**src/hdl/fa_pkg.sv**
```systemverilog
// ----------------------------------------------------------------------------
// fa_pkg
// shared types, operation codes and command structs for the fraction alu
// ----------------------------------------------------------------------------
package fa_pkg;

  localparam int OPW = 32;
  localparam int MW  = 2 * OPW;
  localparam int CW  = $clog2(OPW + 2);

  localparam logic [2:0] OP_MUL = 3'd0;
  localparam logic [2:0] OP_DIV = 3'd1;
  localparam logic [2:0] OP_ADD = 3'd2;
  localparam logic [2:0] OP_SUB = 3'd3;
  localparam logic [2:0] OP_RED = 3'd4;

  // controller to datapath
  typedef struct packed {
    logic load;       // capture operands
    logic mul0;       // first cross products
    logic mul1;       // second cross products and arithmetic result
    logic gcd_init;   // set up gcd from magnitudes
    logic gcd_step;   // one subtract-and-shift gcd step
    logic div_init;   // set up divisions by the gcd
    logic div_step;   // one restoring division bit
    logic red_done;   // form reduce result
    logic zero_res;   // result 0/0
  } fa_cmd_t;

  // datapath to controller
  typedef struct packed {
    logic [2:0] op;
    logic       red_zero;  // a zero part in reduce
    logic       gcd_done;
    logic       div_done;
  } fa_sts_t;

endpackage

```
**src/hdl/fa_ctrl.sv**
```systemverilog
// ----------------------------------------------------------------------------
// fa_ctrl
// sequencer for arithmetic and reduce operations, output handshake
// ----------------------------------------------------------------------------
module fa_ctrl
  import fa_pkg::*;
(
  input  logic    clk,
  input  logic    rst,
  input  logic    in_fire,
  output logic    in_rdy,
  output logic    out_vld,
  input  logic    out_rdy,
  output fa_cmd_t cmd,
  input  fa_sts_t sts
);

  localparam logic [2:0] S_IDLE = 3'd0;
  localparam logic [2:0] S_MUL0 = 3'd1;
  localparam logic [2:0] S_MUL1 = 3'd2;
  localparam logic [2:0] S_GCD  = 3'd3;
  localparam logic [2:0] S_GFIX = 3'd4;
  localparam logic [2:0] S_DIV  = 3'd5;
  localparam logic [2:0] S_OUT  = 3'd6;

  logic [2:0] state, state_next;

  assign in_rdy  = (state == S_IDLE);
  assign out_vld = (state == S_OUT);

  // next state and commands
  always_comb begin
    state_next = state;
    cmd        = '0;
    case (state)
      S_IDLE: begin
        cmd.load = in_fire;
        if (in_fire) state_next = S_MUL0;
      end
      S_MUL0: begin
        if (sts.op == OP_RED) begin
          if (sts.red_zero) begin
            cmd.zero_res = 1'b1;
            state_next   = S_OUT;
          end else begin
            cmd.gcd_init = 1'b1;
            state_next   = S_GCD;
          end
        end else begin
          cmd.mul0   = 1'b1;
          state_next = S_MUL1;
        end
      end
      S_MUL1: begin
        cmd.mul1   = 1'b1;
        state_next = S_OUT;
      end
      S_GCD: begin
        cmd.gcd_step = 1'b1;
        if (sts.gcd_done) state_next = S_GFIX;
      end
      S_GFIX: begin
        cmd.div_init = 1'b1;
        state_next   = S_DIV;
      end
      S_DIV: begin
        if (sts.div_done) begin
          cmd.red_done = 1'b1;
          state_next   = S_OUT;
        end else begin
          cmd.div_step = 1'b1;
        end
      end
      S_OUT: begin
        if (out_rdy) state_next = S_IDLE;
      end
      default: state_next = S_IDLE;
    endcase
  end

  // state register
  always_ff @(posedge clk) begin
    if (rst) begin
      state <= S_IDLE;
    end else begin
      state <= state_next;
    end
  end

`ifndef SYNTH
  a_excl: assert property (@(posedge clk) disable iff (rst) !(in_rdy && out_vld))
    else $error("ready and valid together");
  a_accept: assert property (@(posedge clk) disable iff (rst) in_fire |=> state == S_MUL0)
    else $error("accepted item not started");
  a_hold: assert property (@(posedge clk) disable iff (rst) out_vld && !out_rdy |=> out_vld)
    else $error("result dropped");
`endif

endmodule

```
**config.mk**
```make
export PLATFORM = sky130hd
export DESIGN_NAME = fa_ctrl
export DESIGN_NICKNAME = d
export VERILOG_FILES = /design/src/hdl/fa_pkg.sv /design/src/hdl/fa_ctrl.sv
export SDC_FILE = /design/constraint.sdc
export NUM_CORES = 1
export LEC_CHECK = 0
export BUFFER_PORTS_ARGS = -buffer_cell sky130_fd_sc_hd__buf_2
export CORE_AREA = 2 2 39 41
export CTS_CLUSTER_DIAMETER = 60
export CTS_CLUSTER_SIZE = 24
export DETAILED_ROUTE_END_ITERATION = 6
export DIE_AREA = 0 0 41 43
export SLEW_MARGIN = 30
export SYNTH_ARGS = -nofsm -noshare
export SYNTH_HDL_FRONTEND = slang
export SYNTH_SLANG_ARGS = --single-unit
```
**constraint.sdc**
```tcl
create_clock -name clk -period 4.3 [get_ports clk]
set_clock_uncertainty 0.1 [all_clocks]
set_input_delay 0.645 -clock clk [delete_from_list [all_inputs] [get_ports clk]]
set_output_delay 0.645 -clock clk [all_outputs]
set_load 0.01 [all_outputs]
```
==> results of run 1 <==
[worst register-to-register path, stage by stage (launching register included)]
cell	delay (ps)
dfxtp_1	610
nor2_1	90
mux2_4	280
a2111o_1	400
o211a_1	120
[Yosys cell counts, types with 2 or more instances]
library cell / count
a211oi_1: 2
and3_1: 2
clkbuf_1: 3
dfxtp_1: 3
nand2_1: 3
nor2_1: 7
nor3_1: 3
nor3b_1: 4
[worst max-delay path by stage]
stage,end,startpoint
floorplan,cmd[5],sts[4]
detailed placement,cmd[5],sts[4]
finish,cmd[5],sts[4]
CTS,cmd[2],state[2]$_SDFFE_PP0P_
global placement,cmd[5],sts[4]
global route,cmd[5],sts[4]
[final cells by class]
class	instances	area, um2	area share [%]
multi-input combinational	36	238	53.5
sequential	3	60.1	13.5
tap	16	20.0	4.51
clock buffer	4	26.3	5.92
timing repair buffer	20	100	22.5
[where the power goes]
group          leakage (nW)  total [mW]  switching, mW  internal, mW
clock                0.0150      0.0496         0.0148        0.0348
combinational         0.182      0.0919         0.0423        0.0496
sequential           0.0248      0.0630         0.0273        0.0357
[per-stage QoR]
stage          hold WS [ps]  setup WS, ps  instances  area, um2
6_report                508          2090         79        444
3_3_place_gp            596          2140         75        418
3_5_place_dp            604          2090         75        418
4_1_cts                 503          2080         79        444
5_1_grt                 521          1930         79        444
2_1_floorplan           515          2320         42        309
[routing by layer]
metal | up-vias | part of all wire (%) | global-route usage (%)
li1 | 197 | - | -
met2 | 7 | 53 | 17.8
met1 | 186 | 40 | 11.5
met3 | 2 | 4.4 | 1.57
met5 | - | 0 | 0
met4 | 0 | 1.9 | 8.00
[logic make-up after synthesis]
group	share of synthesized area [%]
multiplexers	4.86
buffers and inverters	3.64
flip-flops	19.4
AO/OA/AOI/OAI	23.5
AND/OR/NAND/NOR	48.6
==> reports/results.txt, run 1 <==
CP delay by family, top - simple AND/OR/NAND/NOR gates
Type of destination of the critical path - primary output
CP max stage delay - 380 ps
Vias in the first global route - 327
Biggest regs - state (3)
RSZ-0062 raised after global routing - no
Num ports - 21
Worst Path Arrival - 1460 ps
# Post-CTS Setup Buffers - 0
Residual DRC count - 0
Area share of the largest cell type after synthesis - 19.4%
Worst EP required - 3560 ps
Final core area utilization - 32.1%
Reg-to-Reg End - state[2]$_SDFFE_PP0P_
Port Buffer Count - 20
Die width - 41 um
1st-pass router iterations - 1
Fin crit share - 51.4%
Crit Reg-Reg Startpoint - state[2]$_SDFFE_PP0P_
Dominant synthesized flop cell - dfxtp_1
Global-route usage over all layers - 10.8%
Setup Viol. Count Final - 0
VDD IR max - 163 uV
Total number of vias - 392
YS warnings - 0
WS Path Type - input port to primary output
Synth Register Bits - 3
Clk sink count - 3
CP max-delay cell - nor3b_1
Global placement routability congestion - 0.727
Final Hold Fails - 0
Mapped Area - 309 um2
Largest net degree at the start of global routing - 18
Crit. path cell count - 5
Post-Syn Area per Cell - 7.36 um2
First DRT Iteration DRCs - 0
Commonest non-fill, non-tap cells in the layout - buf_2, nor2_1, nor3b_1
Yosys cell types - 23
Synth Instances - 42
Total CTS buffers - 3
Post-synth EDFFs - 0
Cts hold-fix bufs - 0
Most common cell after layout, fill and taps aside - buf_2
Nets - 74
Max frequency - 0.453 GHz
Min-delay src - rst
Hold endpoint - state[0]$_SDFFE_PP0P_
Layout area overhead - 43.7%
Worst-margin pin slew - 474 ps
CP Max Fanout - 4
Ys async rst share - 0%
Detail Route Antenna Nets - 0
Post_cts resized - 0
Root Buffer - clkbuf_4
Rel. slew slack - 68.4%
First-pass GRT wire length - 1.30 mm
R2r setup slk - 2590 ps
Hold path cells - 2
Sequential area share after synthesis - 19.4%
TritonCTS clock tree - yes
Share of layout cells above drive strength 1 - 39.7%
Die height - 43 um
Pins over their slew limit - 0
Post-Syn Nets - 52
Max clock buf depth - 2
Vias per cell - 4.96
Hold Crit Class - input port to register
Largest cells by area after synthesis - dfxtp_1, nor3b_1, nor2_1
Grt ovf - 0
Post-Route Setup TNS - 0 ps
Core area - 0.00138 mm2
Ant. Diodes - 0
Min Tclk post-route - 2210 ps
Initial antenna violation count - 0
Power Density - 461 mW/mm2
Drt wl/cell - 10.1 um
Total routed wirelength - 801 um
Startpoint Class - input port
H-tree depth - 1
Max reg flops - 3
Worst skew pair latency - 230 ps
Yosys top cell by area - dfxtp_1
Largest Register - state
Full die area - 0.00176 mm2
Total power - 0.205 mW
Filler cell count - 159
WP buf/inv - 2
Max-cap violations - 0
R2R cell count - 4
Row cnt - 14
Worst-path clk slew - 40 ps
Outcome - finished, final reports clean
CP cell instances - buf_2 > nor3b_1 > nand2_1 > nor2_1 > buf_2
Initial Util - 22.3%
Most used cell along the critical path - buf_2
Leak pwr - 0.222 nW
Note: power is estimated with default switching activity, not from simulation.
==> run 2, diff against run 1 <==
Settings changed: ABC_AREA set to 1.
Clock period 4.3 ns to 2.2 ns, I/O delays scaled along.
==> run 2 against run 1 <==
Global-route usage shrank 0.090 points. Utilization is 0.90 points higher. Sequential share of layout area down 0.37 points. Sequential cell count unchanged. Combinational power rose to 3.3 times the previous value. Clock-buffer cell count unchanged. Die area did not move. Largest cell class unchanged. Critical path depth decreased by 2. Routed wire length grew 3.1%.
==> reports/results.txt, run 2 <==
Ys async rst share - 0% (unchanged)
Mapped Area - 318 um2 (was 309 um2)
Global placement routability congestion - 0.819 (was 0.727)
# Post-CTS Setup Buffers - 0 (unchanged)
TritonCTS clock tree - yes (unchanged)
Highest routed layer - met4 (unchanged)
Residual DRC count - 0 (unchanged)
Most common cell after layout, fill and taps aside - buf_2 (unchanged)
Hold path cells - 4 (was 2)
Top cells by count, synth - inv_1, nor2_1, nand2_1, nand2_2, nand3_1 (was nor2_1, nor3b_1)
Yosys top cell by area - dfxtp_1 (unchanged)
Final Hold Fails - 0 (unchanged)
Biggest regs - state (3) (unchanged)
Post_cts resized - 0 (unchanged)
First-pass GRT wire length - 1.27 mm (was 1.30 mm)
Layout area overhead - 43.7% (about the same)
Num ports - 21 (unchanged)
Max frequency - 0.585 GHz
Grt ovf - 0 (unchanged)
Ant. Diodes - 0 (unchanged)
Min Tclk post-route - 1710 ps
WL met3 - 67 um (was 35 um)
R2R cell count - 7 (was 4)
Post-synth EDFFs - 0 (unchanged)
Nets - 91 (was 74)
Worst EP required - 1770 ps (was 3560 ps)
Post-Syn Area per Cell - 5.58 um2 (was 7.36 um2)
Full die area - 0.00176 mm2 (unchanged)
Total number of vias - 398 (was 392)
Area share of the largest cell type after synthesis - 18.9% (was 19.4%)
PnR worst setup slack - 490 ps (was 2090 ps)
First DRT Iteration DRCs - 7 (was 0)
Synth Register Bits - 3 (unchanged)
Cts hold-fix bufs - 0 (unchanged)
Power Density - 1160 mW/mm2 (was 461 mW/mm2)
Total CTS buffers - 3 (unchanged)
Outcome - finished, final reports clean (unchanged)
Hold Crit Class - input port to register (unchanged)
Die height - 43 um (unchanged)
Root Buffer - clkbuf_4 (unchanged)
Crit Reg-Reg Startpoint - state[2]$_SDFFE_PP0P_ (unchanged)
Largest Register - state (unchanged)
Vias per cell - 4.15 (was 4.96)
Synth Instances - 57 (was 42)
Sequential area share after synthesis - 18.9% (was 19.4%)
Port Buffer Count - 20 (unchanged)
Global-route usage over all layers - 10.7% (was 10.8%)
Post-Route Setup TNS - 0 ps (unchanged)
Max reg flops - 3 (unchanged)
Worst-path clk slew - 40 ps (about the same)
Yosys cell types - 17 (was 23)
Clk sink count - 3 (unchanged)
WS Path Type - register to primary output (was input port to primary output)
Detail Route Antenna Nets - 0 (unchanged)
Core area - 0.00138 mm2 (unchanged)
Drt wl/cell - 8.60 um (was 10.1 um)
Vias in the first global route - 349 (was 327)
Register Area - 60.1 um2 (unchanged)
Row cnt - 14 (unchanged)
Worst Path Arrival - 1280 ps (was 1460 ps)
Leak pwr - 0.292 nW (was 0.222 nW)
Area occupied by multi-input gates - 194 um2 (was 238 um2)
Min-delay src - rst (unchanged)
Rel. slew slack - 78.2% (was 68.4%)
YS warnings - 0 (unchanged)
CP Launch Point - state[2]$_SDFFE_PP0P_ (was sts[4])
DR WL met2 - 353 um (was 428 um)
H-tree depth - 1 (unchanged)
Initial Util - 23.0% (was 22.3%)
Setup Viol. Count Final - 0 (unchanged)
Dominant synthesized flop cell - dfxtp_1 (unchanged)
Startpoint Class - register (was input port)
Post-Syn Nets - 67 (was 52)
Largest net degree at the start of global routing - 10 (was 18)
Total routed wirelength - 826 um (was 801 um)
WL met1 - 389 um (was 321 um)
Max-cap violations - 0 (unchanged)
RSZ-0062 raised after global routing - no (unchanged)
CP Max Fanout - 9 (was 4)
Commonest non-fill, non-tap cells in the layout - buf_2, inv_1, nor2_1 (was buf_2, nor2_1, nor3b_1)
Die width - 41 um (unchanged)
Worst skew pair latency - 240 ps (was 230 ps)
Type of destination of the critical path - primary output (unchanged)
Largest cells by area after synthesis - dfxtp_1, inv_1, nor2_1 (was dfxtp_1, nor3b_1, nor2_1)
Initial antenna violation count - 0 (unchanged)
Fin crit share - 77.7%
DP HPWL - 641 um
Share of layout cells above drive strength 1 - 41.3% (was 39.7%)
Max clock buf depth - 2 (unchanged)
1st-pass router iterations - 4 (was 1)
Top-count cell post-synth - inv_1 (was nor2_1)
Pre-CTS setup slack - 701 ps (was 2090 ps)
Filler cell count - 163 (was 159)
Pins over their slew limit - 0 (unchanged)
Worst-margin pin slew - 327 ps (was 474 ps)
VDD IR max - 422 uV (was 163 uV)
run 2: changes by cell type after synthesis, sizes merged, moves of 3 or more:
cell	previous run	this run
clkbuf	3	0
inv	0	15
nand2	3	10
nand3	0	5
nor2	7	14
nor3b	4	1
run 2: kinds of logic after synthesis:
logic type / synth area share (%)
buffers and inverters: 20.1
AOI/OAI and AO/OA: 6.30
and+or+nand+nor: 54.7
DFF: 18.9
run 2: layout make-up:
class / count / share of cell area, %
Tap cell: 16 / 4.38
Sequential cell: 3 / 13.2
Multi-Input combinational cell: 38 / 42.5
Timing Repair Buffer: 20 / 21.9
Clock buffer: 4 / 5.75
Inverter: 15 / 12.3
run 2: through the flow:
step / utilization [%] / instance area (um2) / std cells / hold slack, ps / total power, mW
2_1_floorplan: - / 318 / 57 / 378 / 0.339
3_3_place_gp: 31.1 / 430 / 92 / 488 / 0.429
3_5_place_dp: 31.1 / 430 / 92 / 490 / 0.426
4_1_cts: 33.0 / 457 / 96 / 244 / 0.527
5_1_grt: 33.0 / 457 / 96 / 248 / 0.581
6_report: 33.0 / 457 / 96 / 243 / 0.528
run 2: per-layer routing:
metal  global-route usage, %  vias up
li1                        -      219
met1                    12.5      157
met2                    15.3       20
met3                    3.66        2
met4                    8.00        0
met5                       0        -
run 2: final timing paths:
kind	to	slack, ps
worst min-delay path	state[0]$_SDFFE_PP0P_	240
worst max-delay path	cmd[1]	490
worst min register to register	state[1]$_SDFFE_PP0P_	510
worst max register to register	state[0]$_SDFFE_PP0P_	740
run 2: power breakdown:
| group | internal (mW) | total (mW) | switching [mW] | leakage [nW] |
|---|---|---|---|---|
| registers | 0.0787 | 0.128 | 0.0496 | 0.0248 |
| clock network | 0.0682 | 0.100 | 0.0322 | 0.0150 |
| logic | 0.118 | 0.299 | 0.181 | 0.252 |
run 2: critical path, cell delays in order, from the launching register on:
cell and delay [ps]:
dfxtp_1 500, inv_1 170, nor3_1 210, buf_2 150
==> run 3, diff against run 2 <==
Clock period 2.2 ns to 1.4 ns, I/O delays scaled along.
==> run 3 against run 2 <==
Sequential power grew 87%. Non-clock buffer count grew 4. Register-to-register slack worse by 600 ps. First-iteration DRC count decreased by 100%. Sequential share of layout area up 0.32 points. Utilization increased by 5.2 points. Clock-buffer cell count stayed put. Largest cell class unchanged. Cell area grew 16%. Critical path depth grew 2. Combinational power increased by 95%.
==> reports/results.txt, run 3 (synthesis results as in run 2) <==
R2R cell count - 8 (was 7)
Worst-margin pin slew - 246 ps (was 327 ps)
Ant. Diodes - 0 (unchanged)
H-tree depth - 1 (unchanged)
Largest Register - state (unchanged)
First DRT Iteration DRCs - 0 (was 7)
Drt wl/cell - 8.74 um (was 8.60 um)
1st-pass router iterations - 1 (was 4)
Crit. path cell count - 5 (was 3)
Combinational share of power - 59.8% (was 56.7%)
Worst skew pair latency - 240 ps (about the same)
DP HPWL - 681 um (was 641 um)
Detail Route Antenna Nets - 0 (unchanged)
Type of destination of the critical path - primary output (unchanged)
Clock Power Share - 15.8% (was 19.0%)
Setup crit end - cmd[1] (unchanged)
Die height - 43 um (unchanged)
PnR worst setup slack - 24.4 ps (was 490 ps)
Fin crit share - 98.3%
Row cnt - 14 (unchanged)
Pre-CTS setup slack - 70.6 ps (was 701 ps)
Hold Crit Class - input port to register (unchanged)
Outcome - finished, final reports clean (unchanged)
Full die area - 0.00176 mm2 (unchanged)
VDD IR max - 944 uV (was 422 uV)
Setup Viol. Count Final - 0 (unchanged)
Crit Reg-Reg Startpoint - state[0]$_SDFFE_PP0P_ (was state[2]$_SDFFE_PP0P_)
Pins over their slew limit - 0 (unchanged)
Placed Cells incl. Taps - 94 (was 92)
Layout area overhead - 66.5% (was 43.7%)
First-pass GRT wire length - 1.33 mm (was 1.27 mm)
RSZ-0062 raised after global routing - yes (was no)
Global-route usage over all layers - 11.2% (was 10.7%)
Post-Route Setup TNS - 0 ps (unchanged)
CP max stage delay - 380 ps (was 500 ps)
Commonest non-fill, non-tap cells in the layout - buf_2, inv_1, nor2_1 (unchanged)
Die width - 41 um (unchanged)
Vias per cell - 4.34 (was 4.15)
Nets - 95 (was 91)
Min Tclk post-route - 1380 ps
CP delay by family, top - flip-flops (unchanged)
Clk sink count - 3 (unchanged)
TritonCTS clock tree - yes (unchanged)
CP Max Fanout - 5 (was 9)
Biggest regs - state (3) (unchanged)
CP max-delay cell - dfxtp_4 (was dfxtp_1)
CP Launch Point - state[0]$_SDFFE_PP0P_ (was state[2]$_SDFFE_PP0P_)
Startpoint Class - register (unchanged)
Initial Util - 23.0% (unchanged)
Leak pwr - 0.318 nW (was 0.292 nW)
Worst Path Arrival - 1070 ps (was 1280 ps)
Max clock buf depth - 2 (unchanged)
Global placement routability congestion - 0.780 (was 0.819)
Port Buffer Count - 20 (unchanged)
Residual DRC count - 0 (unchanged)
Total CTS buffers - 3 (unchanged)
Worst-path clk slew - 30 ps (was 40 ps)
CP cell instances - inv_4 > nor2_4 > inv_1 > nor3_1 > buf_2 (was inv_1 > nor3_1 > buf_2)
Power Density - 1840 mW/mm2 (was 1160 mW/mm2)
Vias in the first global route - 364 (was 349)
Post-Layout Cell Count - 100 (was 96)
WS Path Type - register to primary output (unchanged)
Worst EP required - 1090 ps (was 1770 ps)
Max reg flops - 3 (unchanged)
Max-cap violations - 0 (unchanged)
R2r setup slk - 140 ps (was 740 ps)
Core area - 0.00138 mm2 (unchanged)
Total routed wirelength - 874 um (was 826 um)
Root Buffer - clkbuf_4 (unchanged)
Internal - 0.507 mW (was 0.265 mW)
Largest net degree at the start of global routing - 8 (was 10)
Cts hold-fix bufs - 0 (unchanged)
Sw Ratio - 48.1% (was 49.9%)
Rel. slew slack - 83.6% (was 78.2%)
Total number of vias - 434 (was 398)
Initial antenna violation count - 0 (unchanged)
Filler cell count - 149 (was 163)
Final core area utilization - 38.2% (was 33.0%)
Reg-to-Reg End - state[0]$_SDFFE_PP0P_ (unchanged)
Num ports - 21 (unchanged)
Net Sw Power - 0.469 mW (was 0.263 mW)
Sequential power share - 24.5% (was 24.3%)
Share of layout cells above drive strength 1 - 53.6% (was 41.3%)
Most common cell after layout, fill and taps aside - buf_2 (unchanged)
Final Hold Fails - 0 (unchanged)
Grt ovf - 0 (unchanged)
WP buf/inv - 3 (was 2)
Max frequency - 0.727 GHz
-- run 3: worst min-delay path by stage --
stage | startpoint | slack, ps | to | cells past startpoint
after floorplan | rst | 260 | state[0]$_SDFFE_PP0P_ | 3
after global placement | rst | 380 | state[0]$_SDFFE_PP0P_ | 4
after detailed placement | rst | 390 | state[0]$_SDFFE_PP0P_ | 4
after CTS | rst | 130 | state[0]$_SDFFE_PP0P_ | 4
after global routing | rst | 140 | state[2]$_SDFFE_PP0P_ | 4
final | rst | 140 | state[0]$_SDFFE_PP0P_ | 4
-- run 3: what timing repair did --
action / in CTS / in global routing
gates resized for setup: 11 / 5
setup buffers: 2 / 0
pin swaps: 1 / 2
endpoints found under the setup margin: 8 / 6
-- run 3: power by group through the flow --
stage | clock network [mW] | logic [mW] | registers (mW)
floorplan | 0 | 0.370 | 0.163
global placement | 0 | 0.514 | 0.190
detailed placement | 0 | 0.513 | 0.189
CTS | 0.159 | 0.572 | 0.227
global route | 0.169 | 0.640 | 0.252
finish | 0.154 | 0.583 | 0.239
-- run 3: per-layer routing --
| layer | wire length [um] | vias to the layer above | global-route usage [%] |
|---|---|---|---|
| met5 | 0 | - | 0 |
| li1 | - | 226 | - |
| met4 | 15 | 0 | 6.00 |
| met3 | 58 | 2 | 3.14 |
| met1 | 387 | 190 | 13.1 |
| met2 | 413 | 16 | 17.5 |
-- run 3: through the flow --
stage	total power, mW	instance area, um2	hold slack [ps]
finish	0.975	529	135
global route	1.06	529	141
CTS	0.958	510	129
detailed placement	0.702	445	387
global placement	0.704	445	380
floorplan	0.533	318	258
-- run 3: cell type report --
cell class,instances,area (um2),area share (%)
multi-input combinational,38,214,40.4
inverter,15,61.3,11.6
timing repair buffer,24,136,25.8
tap,16,20.0,3.78
clock buffer,4,26.3,4.96
sequential,3,71.3,13.5
-- run 3: worst reg2reg max path: cells and delay by family (launching register included) --
| family | cells | cell delay (ps) |
|---|---|---|
| AND/OR/NAND/NOR | 6 | 520 |
| flip-flops | 1 | 380 |
| buffers and inverters | 2 | 150 |
